## config.mk

```make
export PLATFORM = sky130hd
export DESIGN_NAME = stop_and_wait_arq_sender
export DESIGN_NICKNAME = d
export VERILOG_FILES = /design/src/rtl/swarq_pkg.sv /design/src/rtl/swarq_cfg.sv /design/src/rtl/swarq_engine.sv /design/src/rtl/stop_and_wait_arq_sender.sv
export VERILOG_INCLUDE_DIRS = /design/src /design/src/rtl
export SDC_FILE = /design/constraint.sdc
export NUM_CORES = 1
export LEC_CHECK = 0
export ABC_AREA = 1
export BUFFER_PORTS_ARGS = -buffer_cell sky130_fd_sc_hd__clkbuf_2
export CAP_MARGIN = 20
export CORE_MARGIN = 5
export CORE_UTILIZATION = 65
export DETAILED_ROUTE_END_ITERATION = 7
export PLACE_DENSITY_LB_ADDON = 0.05
export SLEW_MARGIN = 5
export SYNTH_ARGS = -nofsm -noshare
export SYNTH_HDL_FRONTEND = slang
export SYNTH_SLANG_ARGS = --single-unit
```

## constraint.sdc

```tcl
create_clock -name clk -period 5.05 [get_ports clk]
set_clock_uncertainty 0.05 [all_clocks]
set_input_delay 0.505 -clock clk [delete_from_list [all_inputs] [get_ports clk]]
set_output_delay 0.505 -clock clk [all_outputs]
set_load 0.01 [all_outputs]
```

## src/rtl/stop_and_wait_arq_sender_assert.svh

```systemverilog
// assertion macros for the stop-and-wait sender
// used by swarq_engine, which checks its own logic; expects clk and rst_n in scope
`ifndef STOP_AND_WAIT_ARQ_SENDER_ASSERT_SVH
`define STOP_AND_WAIT_ARQ_SENDER_ASSERT_SVH

// same-cycle implication
`define SWARQ_ASSERT_NOW(label, ante, cons, msg) \
  label: assert property (@(posedge clk) disable iff (!rst_n) (ante) |-> (cons)) \
    else $error(msg);

// next-cycle implication
`define SWARQ_ASSERT_NEXT(label, ante, cons, msg) \
  label: assert property (@(posedge clk) disable iff (!rst_n) (ante) |=> (cons)) \
    else $error(msg);

`endif

```

## src/rtl/swarq_pkg.sv

```systemverilog
// shared types and constants of the stop-and-wait sender
// no dependencies
package swarq_pkg;

  localparam int LENGTH_BITS = 32;
  localparam int PAYLOAD_W   = 16;
  localparam int RETRY_W     = 8;
  localparam int TRY_W       = 9;
  localparam int CFG_IDX_W   = 1;
  localparam int CFG_DATA_W  = 16;
  localparam int IN_TDATA_W  = 40;
  localparam int OUT_TDATA_W = 56;

  localparam logic [TRY_W-1:0] TRY_MAX = '1;

  localparam logic [PAYLOAD_W-1:0] MAX_PAYLOAD_RST = 16'd1024;
  localparam logic [RETRY_W-1:0]   RETRY_LIMIT_RST = 8'd10;

  // item modes
  localparam logic [1:0] MODE_START   = 2'd0;
  localparam logic [1:0] MODE_ACK     = 2'd1;
  localparam logic [1:0] MODE_TIMEOUT = 2'd2;

  // frame kinds
  localparam logic [1:0] KIND_INITIAL = 2'd0;
  localparam logic [1:0] KIND_MIDDLE  = 2'd1;
  localparam logic [1:0] KIND_FINAL   = 2'd2;

  // register indexes
  localparam logic [CFG_IDX_W-1:0] CFG_MAX_PAYLOAD = 1'b0;
  localparam logic [CFG_IDX_W-1:0] CFG_RETRY_LIMIT = 1'b1;

  typedef struct packed {
    logic [PAYLOAD_W-1:0] max_payload;
    logic [RETRY_W-1:0]   retry_limit;
  } cfg_t;

  typedef struct packed {
    logic [1:0]             mode;
    logic [LENGTH_BITS-1:0] total_bytes;
    logic                   start_seq;
    logic                   ack_bit;
  } item_t;

  typedef struct packed {
    logic                   send_frame;
    logic [1:0]             frame_kind;
    logic                   seq_bit;
    logic [LENGTH_BITS-1:0] payload_offset;
    logic [PAYLOAD_W-1:0]   payload_length;
    logic                   is_resend;
    logic                   done_res;
    logic                   gave_up;
  } res_t;

endpackage

```

## src/rtl/swarq_cfg.sv

```systemverilog
// configuration registers: max payload per frame and final-frame tries
// depends on swarq_pkg
module swarq_cfg (
  input  logic                           clk,
  input  logic                           rst_n,
  input  logic                           cfg_we,
  input  logic [swarq_pkg::CFG_IDX_W-1:0]  cfg_index,
  input  logic [swarq_pkg::CFG_DATA_W-1:0] cfg_wdata,
  output swarq_pkg::cfg_t                cfg
);
  import swarq_pkg::*;

  cfg_t cfg_r;

  always_ff @(posedge clk) begin
    if (!rst_n) begin
      cfg_r.max_payload <= MAX_PAYLOAD_RST;
      cfg_r.retry_limit <= RETRY_LIMIT_RST;
    end else if (cfg_we) begin
      case (cfg_index)
        CFG_MAX_PAYLOAD: cfg_r.max_payload <= cfg_wdata[PAYLOAD_W-1:0];
        CFG_RETRY_LIMIT: cfg_r.retry_limit <= cfg_wdata[RETRY_W-1:0];
        default: ;
      endcase
    end
  end

  assign cfg = cfg_r;

endmodule

```

## src/rtl/swarq_engine.sv

```systemverilog
// protocol state and single-pass next-frame logic of the sender
// depends on swarq_pkg and the assertion macro header
`include "stop_and_wait_arq_sender_assert.svh"

module swarq_engine (
  input  logic            clk,
  input  logic            rst_n,
  input  logic            step_en,
  input  swarq_pkg::item_t item,
  input  swarq_pkg::cfg_t  cfg,
  output swarq_pkg::res_t  res
);
  import swarq_pkg::*;

  logic                   busy_r, busy_nxt;
  logic [LENGTH_BITS-1:0] bytes_left_r, bytes_left_nxt;
  logic [LENGTH_BITS-1:0] cur_offset_r, cur_offset_nxt;
  logic [PAYLOAD_W-1:0]   cur_length_r, cur_length_nxt;
  logic                   cur_seq_r, cur_seq_nxt;
  logic                   first_frame_r, first_frame_nxt;
  logic                   last_frame_r, last_frame_nxt;
  logic [TRY_W-1:0]       try_count_r, try_count_nxt;

  logic                   do_cut;
  logic                   do_send;
  logic [LENGTH_BITS-1:0] rem;
  logic [PAYLOAD_W-1:0]   mp;
  logic [LENGTH_BITS-1:0] mp_ext;

  assign mp     = (cfg.max_payload == '0) ? PAYLOAD_W'(1) : cfg.max_payload;
  assign mp_ext = LENGTH_BITS'(mp);

  always_comb begin
    busy_nxt        = busy_r;
    bytes_left_nxt  = bytes_left_r;
    cur_offset_nxt  = cur_offset_r;
    cur_length_nxt  = cur_length_r;
    cur_seq_nxt     = cur_seq_r;
    first_frame_nxt = first_frame_r;
    last_frame_nxt  = last_frame_r;
    try_count_nxt   = try_count_r;
    res             = '0;
    do_cut          = 1'b0;
    do_send         = 1'b0;
    rem             = bytes_left_r;

    case (item.mode)
      MODE_START: begin
        busy_nxt        = 1'b1;
        cur_offset_nxt  = '0;
        cur_seq_nxt     = item.start_seq;
        first_frame_nxt = 1'b1;
        rem             = item.total_bytes;
        do_cut          = 1'b1;
        do_send         = 1'b1;
      end
      MODE_ACK: begin
        if (busy_r) begin
          if (item.ack_bit == cur_seq_r) begin
            cur_seq_nxt = ~cur_seq_r;
            if (last_frame_r) begin
              busy_nxt     = 1'b0;
              res.done_res = 1'b1;
            end else begin
              cur_offset_nxt  = cur_offset_r + LENGTH_BITS'(cur_length_r);
              first_frame_nxt = 1'b0;
              do_cut          = 1'b1;
              do_send         = 1'b1;
            end
          end else begin
            do_send = 1'b1;
          end
        end
      end
      MODE_TIMEOUT: begin
        do_send = busy_r;
      end
      default: ;
    endcase

    // cut the next frame
    if (do_cut) begin
      if (rem > mp_ext) begin
        cur_length_nxt = mp;
        last_frame_nxt = 1'b0;
        bytes_left_nxt = rem - mp_ext;
      end else begin
        cur_length_nxt = rem[PAYLOAD_W-1:0];
        last_frame_nxt = 1'b1;
        bytes_left_nxt = '0;
      end
      try_count_nxt = '0;
    end

    // send the current frame and count the try
    if (do_send) begin
      if (try_count_nxt != TRY_MAX) begin
        try_count_nxt = try_count_nxt + TRY_W'(1);
      end
      res.send_frame     = 1'b1;
      res.frame_kind     = last_frame_nxt ? KIND_FINAL :
                           (first_frame_nxt ? KIND_INITIAL : KIND_MIDDLE);
      res.seq_bit        = cur_seq_nxt;
      res.payload_offset = cur_offset_nxt;
      res.payload_length = cur_length_nxt;
      res.is_resend      = (try_count_nxt > TRY_W'(1));
      if (last_frame_nxt && (try_count_nxt > TRY_W'(cfg.retry_limit))) begin
        res.done_res = 1'b1;
        res.gave_up  = 1'b1;
        busy_nxt     = 1'b0;
      end
    end
  end

  always_ff @(posedge clk) begin
    if (!rst_n) begin
      busy_r        <= 1'b0;
      bytes_left_r  <= '0;
      cur_offset_r  <= '0;
      cur_length_r  <= '0;
      cur_seq_r     <= 1'b0;
      first_frame_r <= 1'b1;
      last_frame_r  <= 1'b0;
      try_count_r   <= '0;
    end else if (step_en) begin
      busy_r        <= busy_nxt;
      bytes_left_r  <= bytes_left_nxt;
      cur_offset_r  <= cur_offset_nxt;
      cur_length_r  <= cur_length_nxt;
      cur_seq_r     <= cur_seq_nxt;
      first_frame_r <= first_frame_nxt;
      last_frame_r  <= last_frame_nxt;
      try_count_r   <= try_count_nxt;
    end
  end

  `SWARQ_ASSERT_NEXT(a_done_goes_idle, step_en && res.done_res, !busy_r,
    "transfer finished but sender still busy")
  `SWARQ_ASSERT_NOW(a_last_no_left, last_frame_r, bytes_left_r == '0,
    "final frame with bytes still left")
  `SWARQ_ASSERT_NOW(a_middle_has_left, busy_r && !last_frame_r, bytes_left_r != '0,
    "non-final frame with nothing left")
  `SWARQ_ASSERT_NEXT(a_send_counts_try, step_en && res.send_frame, try_count_r != '0,
    "frame sent without counting a try")

endmodule

```

## src/rtl/stop_and_wait_arq_sender.sv

```systemverilog
// stop-and-wait alternating-bit sender: an accepted item sits in the input register until
// the result register can take a new value, which then loads the item's result
// throughput one item per cycle while the output does not stall, both sides may stall independently
// reset (rst_n low, synchronous): idle, both stages empty, max_payload 1024,
// retry limit 10, sequence bit 0; depends on swarq_pkg, swarq_cfg, swarq_engine
module stop_and_wait_arq_sender (
  input  logic                             clk,
  input  logic                             rst_n,
  input  logic                             in_tvalid,
  output logic                             in_tready,
  // total_bytes[31:0], start_seq[32], ack_bit[33], zero fill
  input  logic [swarq_pkg::IN_TDATA_W-1:0]  in_tdata,
  // mode[1:0]
  input  logic [1:0]                       in_tuser,
  output logic                             out_tvalid,
  input  logic                             out_tready,
  // send_frame[0], seq_bit[1], payload_offset[33:2], payload_length[49:34],
  // is_resend[50], done_res[51], gave_up[52], zero fill
  output logic [swarq_pkg::OUT_TDATA_W-1:0] out_tdata,
  // frame_kind[1:0]
  output logic [1:0]                       out_tuser,
  input  logic                             cfg_we,
  input  logic [swarq_pkg::CFG_IDX_W-1:0]   cfg_index,
  input  logic [swarq_pkg::CFG_DATA_W-1:0]  cfg_wdata
);
  import swarq_pkg::*;

  logic  in_v_r;
  item_t item_r;
  logic  out_v_r;
  res_t  res_r;
  res_t  res;
  cfg_t  cfg;
  logic  adv;
  logic  step_en;

  assign adv       = !out_v_r || out_tready;
  assign step_en   = in_v_r && adv;
  assign in_tready = !in_v_r || adv;

  always_ff @(posedge clk) begin
    if (!rst_n) begin
      in_v_r  <= 1'b0;
      out_v_r <= 1'b0;
    end else begin
      if (in_tready) begin
        in_v_r <= in_tvalid;
      end
      if (adv) begin
        out_v_r <= in_v_r;
      end
    end
  end

  always_ff @(posedge clk) begin
    if (in_tready && in_tvalid) begin
      item_r.mode        <= in_tuser;
      item_r.total_bytes <= LENGTH_BITS'(in_tdata[31:0]);
      item_r.start_seq   <= in_tdata[32];
      item_r.ack_bit     <= in_tdata[33];
    end
    if (step_en) begin
      res_r <= res;
    end
  end

  swarq_cfg u_cfg (
    .clk       (clk),
    .rst_n     (rst_n),
    .cfg_we    (cfg_we),
    .cfg_index (cfg_index),
    .cfg_wdata (cfg_wdata),
    .cfg       (cfg)
  );

  swarq_engine u_engine (
    .clk     (clk),
    .rst_n   (rst_n),
    .step_en (step_en),
    .item    (item_r),
    .cfg     (cfg),
    .res     (res)
  );

  assign out_tvalid = out_v_r;
  assign out_tuser  = res_r.frame_kind;
  assign out_tdata  = {3'b000, res_r.gave_up, res_r.done_res, res_r.is_resend,
                       res_r.payload_length, res_r.payload_offset[31:0],
                       res_r.seq_bit, res_r.send_frame};

endmodule

```

Yosys cells after proc, flatten, opt, wreduce, memory -nomap -nowiden
Index checks and enable logic that the tools add are counted.
{"block": "totals", "ff_bits": 210, "in_bits": 64, "out_inout_bits": 60, "word_cells": 91}
{"block": "classes", "n_addsub": 3, "order_cmp": 3, "n_eq_ne": 4, "n_mux": 40, "bitwise_logic": 3, "reduce_logical": 13}
{"operator": "$mux W32", "n": 5}
{"operator": "$pmux W32 S2", "n": 1}
{"operator": "$mux W55", "n": 1}
{"operator": "$mux W16", "n": 3}
{"operator": "$mux W9", "n": 4}
{"operator": "$add A32 B16 Y32", "n": 1}
{"operator": "$gt A32 B16 Y1", "n": 1}
{"operator": "$sub A32 B16 Y32", "n": 1}
{"operator": "$mux W1", "n": 19}
{"operator": "$logic_not A16 Y1", "n": 1}
{"operator": "$add A9 B1 Y9 const B", "n": 1}
{"operator": "$gt A9 B1 Y1 const B", "n": 1}
{"operator": "$gt A9 B8 Y1", "n": 1}
{"operator": "$ne A9 B9 Y1 const B", "n": 1}
{"operator": "$pmux W1 S2", "n": 4}
{"operator": "$reduce_and A2 Y1", "n": 3}
{"operator": "$mux W2", "n": 2}
{"operator": "$logic_and A1 B1 Y1", "n": 3}
{"operator": "$not A1 Y1", "n": 3}
{"operator": "$pmux W1 S3", "n": 1}
{"operator": "$eq A2 B1 Y1 const B", "n": 1}
{"operator": "$eq A2 B2 Y1 const B", "n": 1}
{"operator": "$logic_not A1 Y1", "n": 2}
{"operator": "$logic_not A2 Y1", "n": 1}
{"operator": "3 further kinds", "n": 4}

Longest topological paths before layout
Gate-level depths: netlist of run 1.
{"block": "logic_depth", "depth_word": 12, "mapped_depth": 30, "depth_no_buf": 29}

Modules after synthesis
Synthesis of run 1 repeated with hierarchy kept, for this count alone.
{"block": "hier_totals", "cells_unflattened": 1711, "area_unflattened_um2": 12429.4}
{"mod": "swarq_engine", "instances": 1, "cells_per_inst": 1466, "area_per_inst_um2": 8590.7, "seq_area_each_um2": 1861.8}
{"mod": "stop_and_wait_arq_sender", "instances": 1, "cells_per_inst": 108, "area_per_inst_um2": 2854.0, "seq_area_each_um2": 2772.7}
{"mod": "swarq_cfg", "instances": 1, "cells_per_inst": 137, "area_per_inst_um2": 984.7, "seq_area_each_um2": 480.5}

Least setup slack after synthesis of run 1
Ideal clock, no wire load.
{"block": "synth_path", "kind": "register to register", "start": "register item_r[34] (netlist bit)", "end": "register res_r, in the netlist out_tdata[39], data pin", "setup_ns": 0.253, "arrival_ns": 3.105, "t_required_ns": 4.747, "setup_slack_ns": 1.641, "path_stages_with_launch": 24, "n_path_buf": 5, "synth_period_minus_slack_ns": 3.409, "cell_sequence": "edfxtp_1 > inv_1 > nand2_4 > buf_6 > buf_2 > buf_2 > or2_2 > o21ai_0 > inv_1 > ha_1 > nand2_1 > nor2_1 > and3_1 > nand2_1 > nand2_1 > nand2_1 > nand2_2 > buf_6 > clkinv_4 > buf_12 > nand2_2 > o21ai_2 > o21bai_1 > inv_1"}
{"block": "synth_between", "elab_chain_cells": 5, "elab_cells_between_ends": 9, "cone_classes": "order compare: 1; eq/ne: 2; mux: 5; reduce/logical: 1"}
{"element": "start, declared", "line": "stop_and_wait_arq_sender.sv:29", "source": "item_t item_r;"}
{"element": "$logic_not A2 Y1", "line": "swarq_engine.sv:47", "source": "case (item.mode)"}
{"element": "$mux W32", "line": "swarq_engine.sv:47"}
{"element": "$gt A32 B16 Y1", "line": "swarq_engine.sv:83", "source": "if (rem > mp_ext) begin"}
{"element": "$mux W16", "line": "swarq_engine.sv:83"}
{"element": "$mux W16", "line": "swarq_engine.sv:82", "source": "if (do_cut) begin"}
{"element": "end signal, assigned", "line": "stop_and_wait_arq_sender.sv:63", "source": "res_r <= res;"}
{"element": "end, declared", "line": "stop_and_wait_arq_sender.sv:31", "source": "res_t res_r;"}
Several ways; a longest one is shown, not always the timed one.
A chain may end at the register's enable or synchronous reset.

==> results.txt, run 1 <==
Sw Share -> 0.275
CP max-delay cell -> edfxtp_1
Adder-Cell Fraction of Synth Area -> 0.0452
Die height -> 147 microns
Final non-filler cell total -> 2024
Fin Setup TNS -> 0 ns
Async set-or-reset flop fraction in the synthesized netlist -> 0
Max_cap viols -> 0
Largest net degree at the start of global routing -> 74
Num CTS Buffers -> 24
Placed Instances -> 1981
Initial antenna violation count -> 0
WL/cell -> 16.3 microns
Violation count after the first detailed-route iteration -> 939
Pwr per Cell Area -> 319 mW/mm^2
Top cells by area, synth -> edfxtp_1 (22%), dfxtp_1 (19%), nand2_1 (13%), a21oi_1 (7.3%), inv_1 (6.8%)
Share of the synthesized area in the top cell type -> 0.223
Rel. slew slack -> 0.255
CP peak stage delay -> 0.43 ns
Post-synthesis cell count -> 1687
Routability cong. -> 0.965
Setup repair bufs after CTS -> 0
Unique masters post-synth -> 48
Gr ovfl total -> 0
Die W -> 147 microns
Final-report hold violation count -> 0
Maximum fanout along the worst path -> 18
Num Clock Sinks -> 210
Total GRT Usage -> 0.300
IO buf count -> 114
Syn avg cell area -> 7.25 sq um
DRT antenna net count -> 0
Top post-synthesis cells by count -> nand2_1 (438), inv_1 (221), a21oi_1 (179)
Main combinational cell family by area after synthesis -> simple AND/OR/NAND/NOR gates
Flop pwr share -> 0.437
Vias in the first global route -> 11000
H-tree Lvls -> 1
Tcrit/Tclk final -> 0.831
IO Pins -> 124
CP arrival -> 4.39 ns
Synth area leader -> edfxtp_1
Fin crit period -> 4.20 ns
Die area -> 0.0217 sq mm
Ys Warns -> 0
Share of post-route cells with drive strength above 1 -> 0.124
Simple-Gate Fraction of Synth Area -> 0.273
Core Util, Final -> 0.733
Met2 Track Usage GR -> 0.531
Post-synth top flop -> dfxtp_1
Clock power share -> 0.407
Slew @ Worst Pin -> 1.11 ns
Drt first pass iters -> 6
Via count -> 11500
Worst Path Required -> 5.24 ns
Clock latency on the worst-skew pair -> 0.52 ns
Synth Area in XOR/XNOR -> 0.0172
Num rows -> 50
Met3 layer usage reported by global route -> 0.0395
Core area -> 0.0186 sq mm
Most frequent cell after synthesis -> nand2_1
# diodes -> 0
Post-synth EDFFs -> 91
Hold wc startpoint -> in_tdata[30]
Switching power total -> 1.20 mW
CTS tree -> done
Crit path buf inv count -> 4
Max-slew violation count -> 0
Global route hottest layer -> met2
CP Class -> reg -> reg
Multiplexer share of the synthesized area -> 0
Starting Density -> 0.656
Hold Path Class -> in -> reg
Hold buffers post-CTS -> 0
FMAX -> 238 MHz
Total Wirelength -> 33000 microns
Register area share after synthesis -> 0.418
Startpoint Class -> flop
CP startpoint -> item_r[35]$_DFFE_PP_
First-pass GRT wire length -> 53600 microns
Flops & latches, synth -> 210
Post_cts resized -> 0
Deepest clock path buffer count -> 3
Post-DP HPWL -> 23400 microns
Worst path most repeated cell -> nand2_1
Pint -> 3.17 mW
Worst Setup End Kind -> flop
DRC viols -> 0
Synth-to-Final Area Change -> 11.7%
Combinational Power Share -> 0.157
Area of the mapped netlist -> 0.0122 sq mm
Worst IR Drop VDD -> 0.299 mV
Synth Area in Compound Gates -> 0.148
Crit path max-delay family -> simple AND/OR/NAND/NOR gates
CTS root buf -> clkbuf_16
Static Leak -> 6.34 nW
RSZ-0062 raised after global routing -> no
Nets -> 1880
Final setup vio count -> 0
Status -> completed
Place WS -> 0.964 ns
FF-to-FF Start -> item_r[35]$_DFFE_PP_
M1 GR Usage -> 0.374
PnR worst setup slack -> 0.852 ns
Worst-path clk slew -> 0.06 ns
Vias per cell -> 5.68
-- worst register-to-register path, cell delays in order (launching register included) --
cell	delay [ns]
edfxtp_1	0.43
buf_4	0.32
nor2_1	0.12
nand3_1	0.35
nand2_1	0.21
inv_1	0.12
nand2_1	0.08
inv_1	0.06
ha_1	0.23
nand2_1	0.11
nor2_2	0.26
nand3_2	0.24
nand2_1	0.12
nand2_1	0.11
inv_1	0.07
ha_1	0.21
nand2_1	0.08
nor2_1	0.05
nand2_1	0.05
nand3_1	0.06
nand2_1	0.06
nand2_1	0.04
nand2_1	0.05
nand2_1	0.05
nand2_1	0.06
nand2_1	0.06
nand3_1	0.15
o31ai_1	0.10
-- through the flow --
stage	total power, mW	area [sq um]	hold WS, ns
4_1_cts	4.37	13700	0.0953
3_3_place_gp	2.59	12900	0.399
6_report	4.36	13700	0.107
2_1_floorplan	2.42	12200	0.385
5_1_grt	4.54	13700	0.100
3_5_place_dp	2.61	12900	0.405
-- power groups by stage --
stage	registers [mW]	clock network (mW)	logic (mW)
final	1.91	1.78	0.683
after global placement	1.94	0	0.658
after floorplan	1.94	0	0.483
after CTS	1.90	1.79	0.677
after global routing	1.91	1.87	0.764
after detailed placement	1.94	0	0.670
-- final timing paths --
| check | endpoint | slack, ns | cells past startpoint |
|---|---|---|---|
| worst min-delay path | item_r[32]$_DFFE_PP_ | 0.11 | 1 |
| worst max-delay path | out_tdata[51]$_DFFE_PP_ | 0.85 | 27 |
| worst max register to register | out_tdata[51]$_DFFE_PP_ | 0.85 | 27 |
| worst min register to register | u_cfg.cfg[6]$_SDFFE_PN0P_ | 0.41 | 2 |
-- layer usage --
| metal | wire [microns] | up-vias |
|---|---|---|
| met5 | 0 | - |
| met1 | 13500 | 5274 |
| met3 | 2200 | 84 |
| li1 | - | 5696 |
| met4 | 1360 | 0 |
| met2 | 16000 | 452 |
-- kinds of logic after synthesis --
logic type	Yosys count
compound gates	335
xor+xnor	24
fa+ha+maj	43
buf+inv	296
flops	210
other cells	1
simple gates	778
-- layout make-up --
cell class                      count  area [sq um]
Fill cell                        1527          4980
Clock buffer                       35           683
Multi-Input combinational cell   1183          5920
Tap cell                          234           293
Clock inverter                      8           119
Timing Repair Buffer              127           681
Sequential cell                   210          5110
Inverter                          227           858
-- flip-flops by register name (all words and copies together), names as in the netlist --
name                    cells
out_tdata                  53
item_r                     36
u_engine.bytes_left_r      32
u_engine.cur_offset_r      32
u_cfg.cfg                  24
u_engine.cur_length_r      16
u_engine.try_count_r        9
out_tuser                   2
in_v_r                      1
out_tvalid                  1
u_engine.busy_r             1
u_engine.cur_seq_r          1
u_engine.first_frame_r      1
u_engine.last_frame_r       1
-- cell usage in the layout, fill, tap and decap left out, types with 10 or more instances in the layout --
master     synthesis  final
clkbuf_2           0    114
ha_1              41     41
nand2_1          438    438
o21ai_0          100    100
xor2_1            17     17
inv_1            221    219
nor3_1            16     16
clkbuf_16          0     25
a21oi_1          179    179
o21bai_1          14     14
edfxtp_1          91     91
nand4_1           38     38
nand3_1          104    104
o21ai_2           13     13
dfxtp_1          119    119
o21ai_1           10     10
or2_2             11     11
nand2_2           17     17
nor2_1           133    133
buf_4              3     12
No activity file was read; power rests on OpenSTA's default activity.
==> inputs of run 2 (changes only) <==
Settings changed: CORE_UTILIZATION 65 to 60.
Clock period 5.05 ns to 4.3 ns, I/O delays scaled along.
==> results.txt, run 2 (same netlist as run 1, synthesis figures left out) <==
Status -> completed
Via count -> 11400
Violation count after the first detailed-route iteration -> 815
Drt first pass iters -> 5
RSZ-0062 raised after global routing -> no
Die height -> 153 microns
Die area -> 0.0233 sq mm
Total Wirelength -> 33100 microns
Hold Path Class -> in -> reg
Starting Density -> 0.606
Die W -> 153 microns
Max FFs per register -> 53
Total GRT Usage -> 0.279
Worst IR Drop VDD -> 0.387 mV
Max_cap viols -> 0
# diodes -> 0
Post_cts resized -> 0
Num CTS Buffers -> 23
Hold Worst Slack -> 0.0415 ns
Gr ovfl total -> 0
Rel. slew slack -> 0.354
R2R Setup Slk -> 0.43 ns
PnR worst setup slack -> 0.431 ns
Register Area -> 0.00511 sq mm
H-tree Lvls -> 1
Worst-path clk slew -> 0.06 ns
Final-report hold violation count -> 0
CP Class -> reg -> reg
Deepest clock path buffer count -> 3
Most frequent cells in the layout -> nand2_1 (438), inv_1 (219), a21oi_1 (179)
Routability cong. -> 0.952
Largest net degree at the start of global routing -> 77
Maximum fanout along the worst path -> 24
Pwr Total -> 5.08 mW
Static Leak -> 6.36 nW
Slew @ Worst Pin -> 0.967 ns
DRT antenna net count -> 0
CTS tree -> done
Place WS -> 0.495 ns
Tcrit/Tclk final -> 0.900
Filler instances -> 1778
IO Pins -> 124
Most common cell after layout, fill and taps aside -> nand2_1
WL/cell -> 16.0 microns
Vias per cell -> 5.51
Final setup vio count -> 0
CP arrival -> 4.06 ns
Core area -> 0.0202 sq mm
Worst Setup End Kind -> flop
Fin Setup TNS -> 0 ns
Nets -> 1888
IO buf count -> 114
CTS root buf -> clkbuf_16
DRC viols -> 0
Fin crit period -> 3.87 ns
Num rows -> 52
Initial antenna violation count -> 0
Clock latency on the worst-skew pair -> 0.51 ns
Startpoint Class -> flop
Synth-to-Final Area Change -> 12.4%
Pwr per Cell Area -> 369 mW/mm^2
First-pass GRT wire length -> 54100 microns
FMAX -> 258 MHz
Max-slew violation count -> 0
Share of post-route cells with drive strength above 1 -> 0.129
Worst Path Required -> 4.49 ns
Post-DP HPWL -> 23900 microns
Multi-input logic area -> 0.00592 sq mm
Core Util, Final -> 0.682
Vias in the first global route -> 10900
Num Clock Sinks -> 210
## run 2: changes by cell type in the layout (fill, tap and decap cells not counted)
| cell | previous run | this run |
|---|---|---|
| clkbuf_16 | 25 | 23 |
| inv_2 | 6 | 5 |
| clkinvlp_4 | 0 | 1 |
| clkinv_2 | 5 | 9 |
| buf_4 | 12 | 21 |
| clkinv_4 | 2 | 1 |
| clkbuf_8 | 2 | 1 |
| bufinv_16 | 3 | 4 |
| clkbuf_1 | 8 | 4 |
| clkinv_1 | 0 | 1 |
## run 2: path summary, 6_finish.rpt
| kind | startpoint | endpoint | depth (start not counted) |
|---|---|---|---|
| min | in_tdata[16] | item_r[18]$_DFFE_PP_ | 1 |
| min reg2reg | u_engine.bytes_left_r[12]$_SDFFE_PN0P_ | u_engine.bytes_left_r[12]$_SDFFE_PN0P_ | 2 |
| max reg2reg | item_r[34]$_DFFE_PP_ | out_tdata[51]$_DFFE_PP_ | 26 |
| max | item_r[34]$_DFFE_PP_ | out_tdata[51]$_DFFE_PP_ | 26 |
## run 2: metal layers
| layer | up-vias | track usage | share of wire |
|---|---|---|---|
| li1 | 5712 | - | - |
| met2 | 372 | 0.499 | 0.50 |
| met5 | - | 0 | 0 |
| met1 | 5240 | 0.353 | 0.41 |
| met3 | 72 | 0.0327 | 0.057 |
| met4 | 0 | 0.0878 | 0.033 |
## run 2: through the flow
step	cell area [sq um]	instances
after floorplan	12200	1689
after global placement	13000	2024
after detailed placement	13000	2024
after CTS	13700	2065
after global routing	13700	2067
final	13700	2067
## run 2: timing repair
item                       CTS  global route
setup endpoints to repair    0             1
buffers inserted             0             2
hold buffers                 0             0
## run 2: final cells by class
class,count,share of cell area
inverter,227,0.0625
clock buffer,28,0.0440
tap,270,0.0246
clock inverter,13,0.0121
multi-input combinational,1183,0.430
sequential,210,0.372
timing repair buffer,136,0.0544
## run 2: power breakdown
part / leakage (nW) / switching, mW / internal (mW) / total (mW)
combinational: 4.13 / 0.546 / 0.260 / 0.806
clock: 0.381 / 0.795 / 1.24 / 2.03
sequential: 1.85 / 0.0553 / 2.18 / 2.24
## run 2: worst max-delay path, stage by stage, from the launching register on
cell and delay (ns):
edfxtp_1 0.51, inv_1 0.14, nand2_4 0.30, nand2_1 0.19, inv_1 0.10, nand2_1 0.08
inv_1 0.07, ha_1 0.20, nand2_1 0.09, nor2_2 0.24, nand3_2 0.22, nand2_1 0.11
nand2_1 0.10, inv_1 0.08, ha_1 0.22, nand2_1 0.09, nor2_1 0.05, nand2_1 0.06
nand3_1 0.07, nand2_1 0.06, nand2_1 0.04, nand2_1 0.06, nand2_1 0.05, nand2_1 0.07
nand2_1 0.07, nand3_1 0.16, o31ai_1 0.10
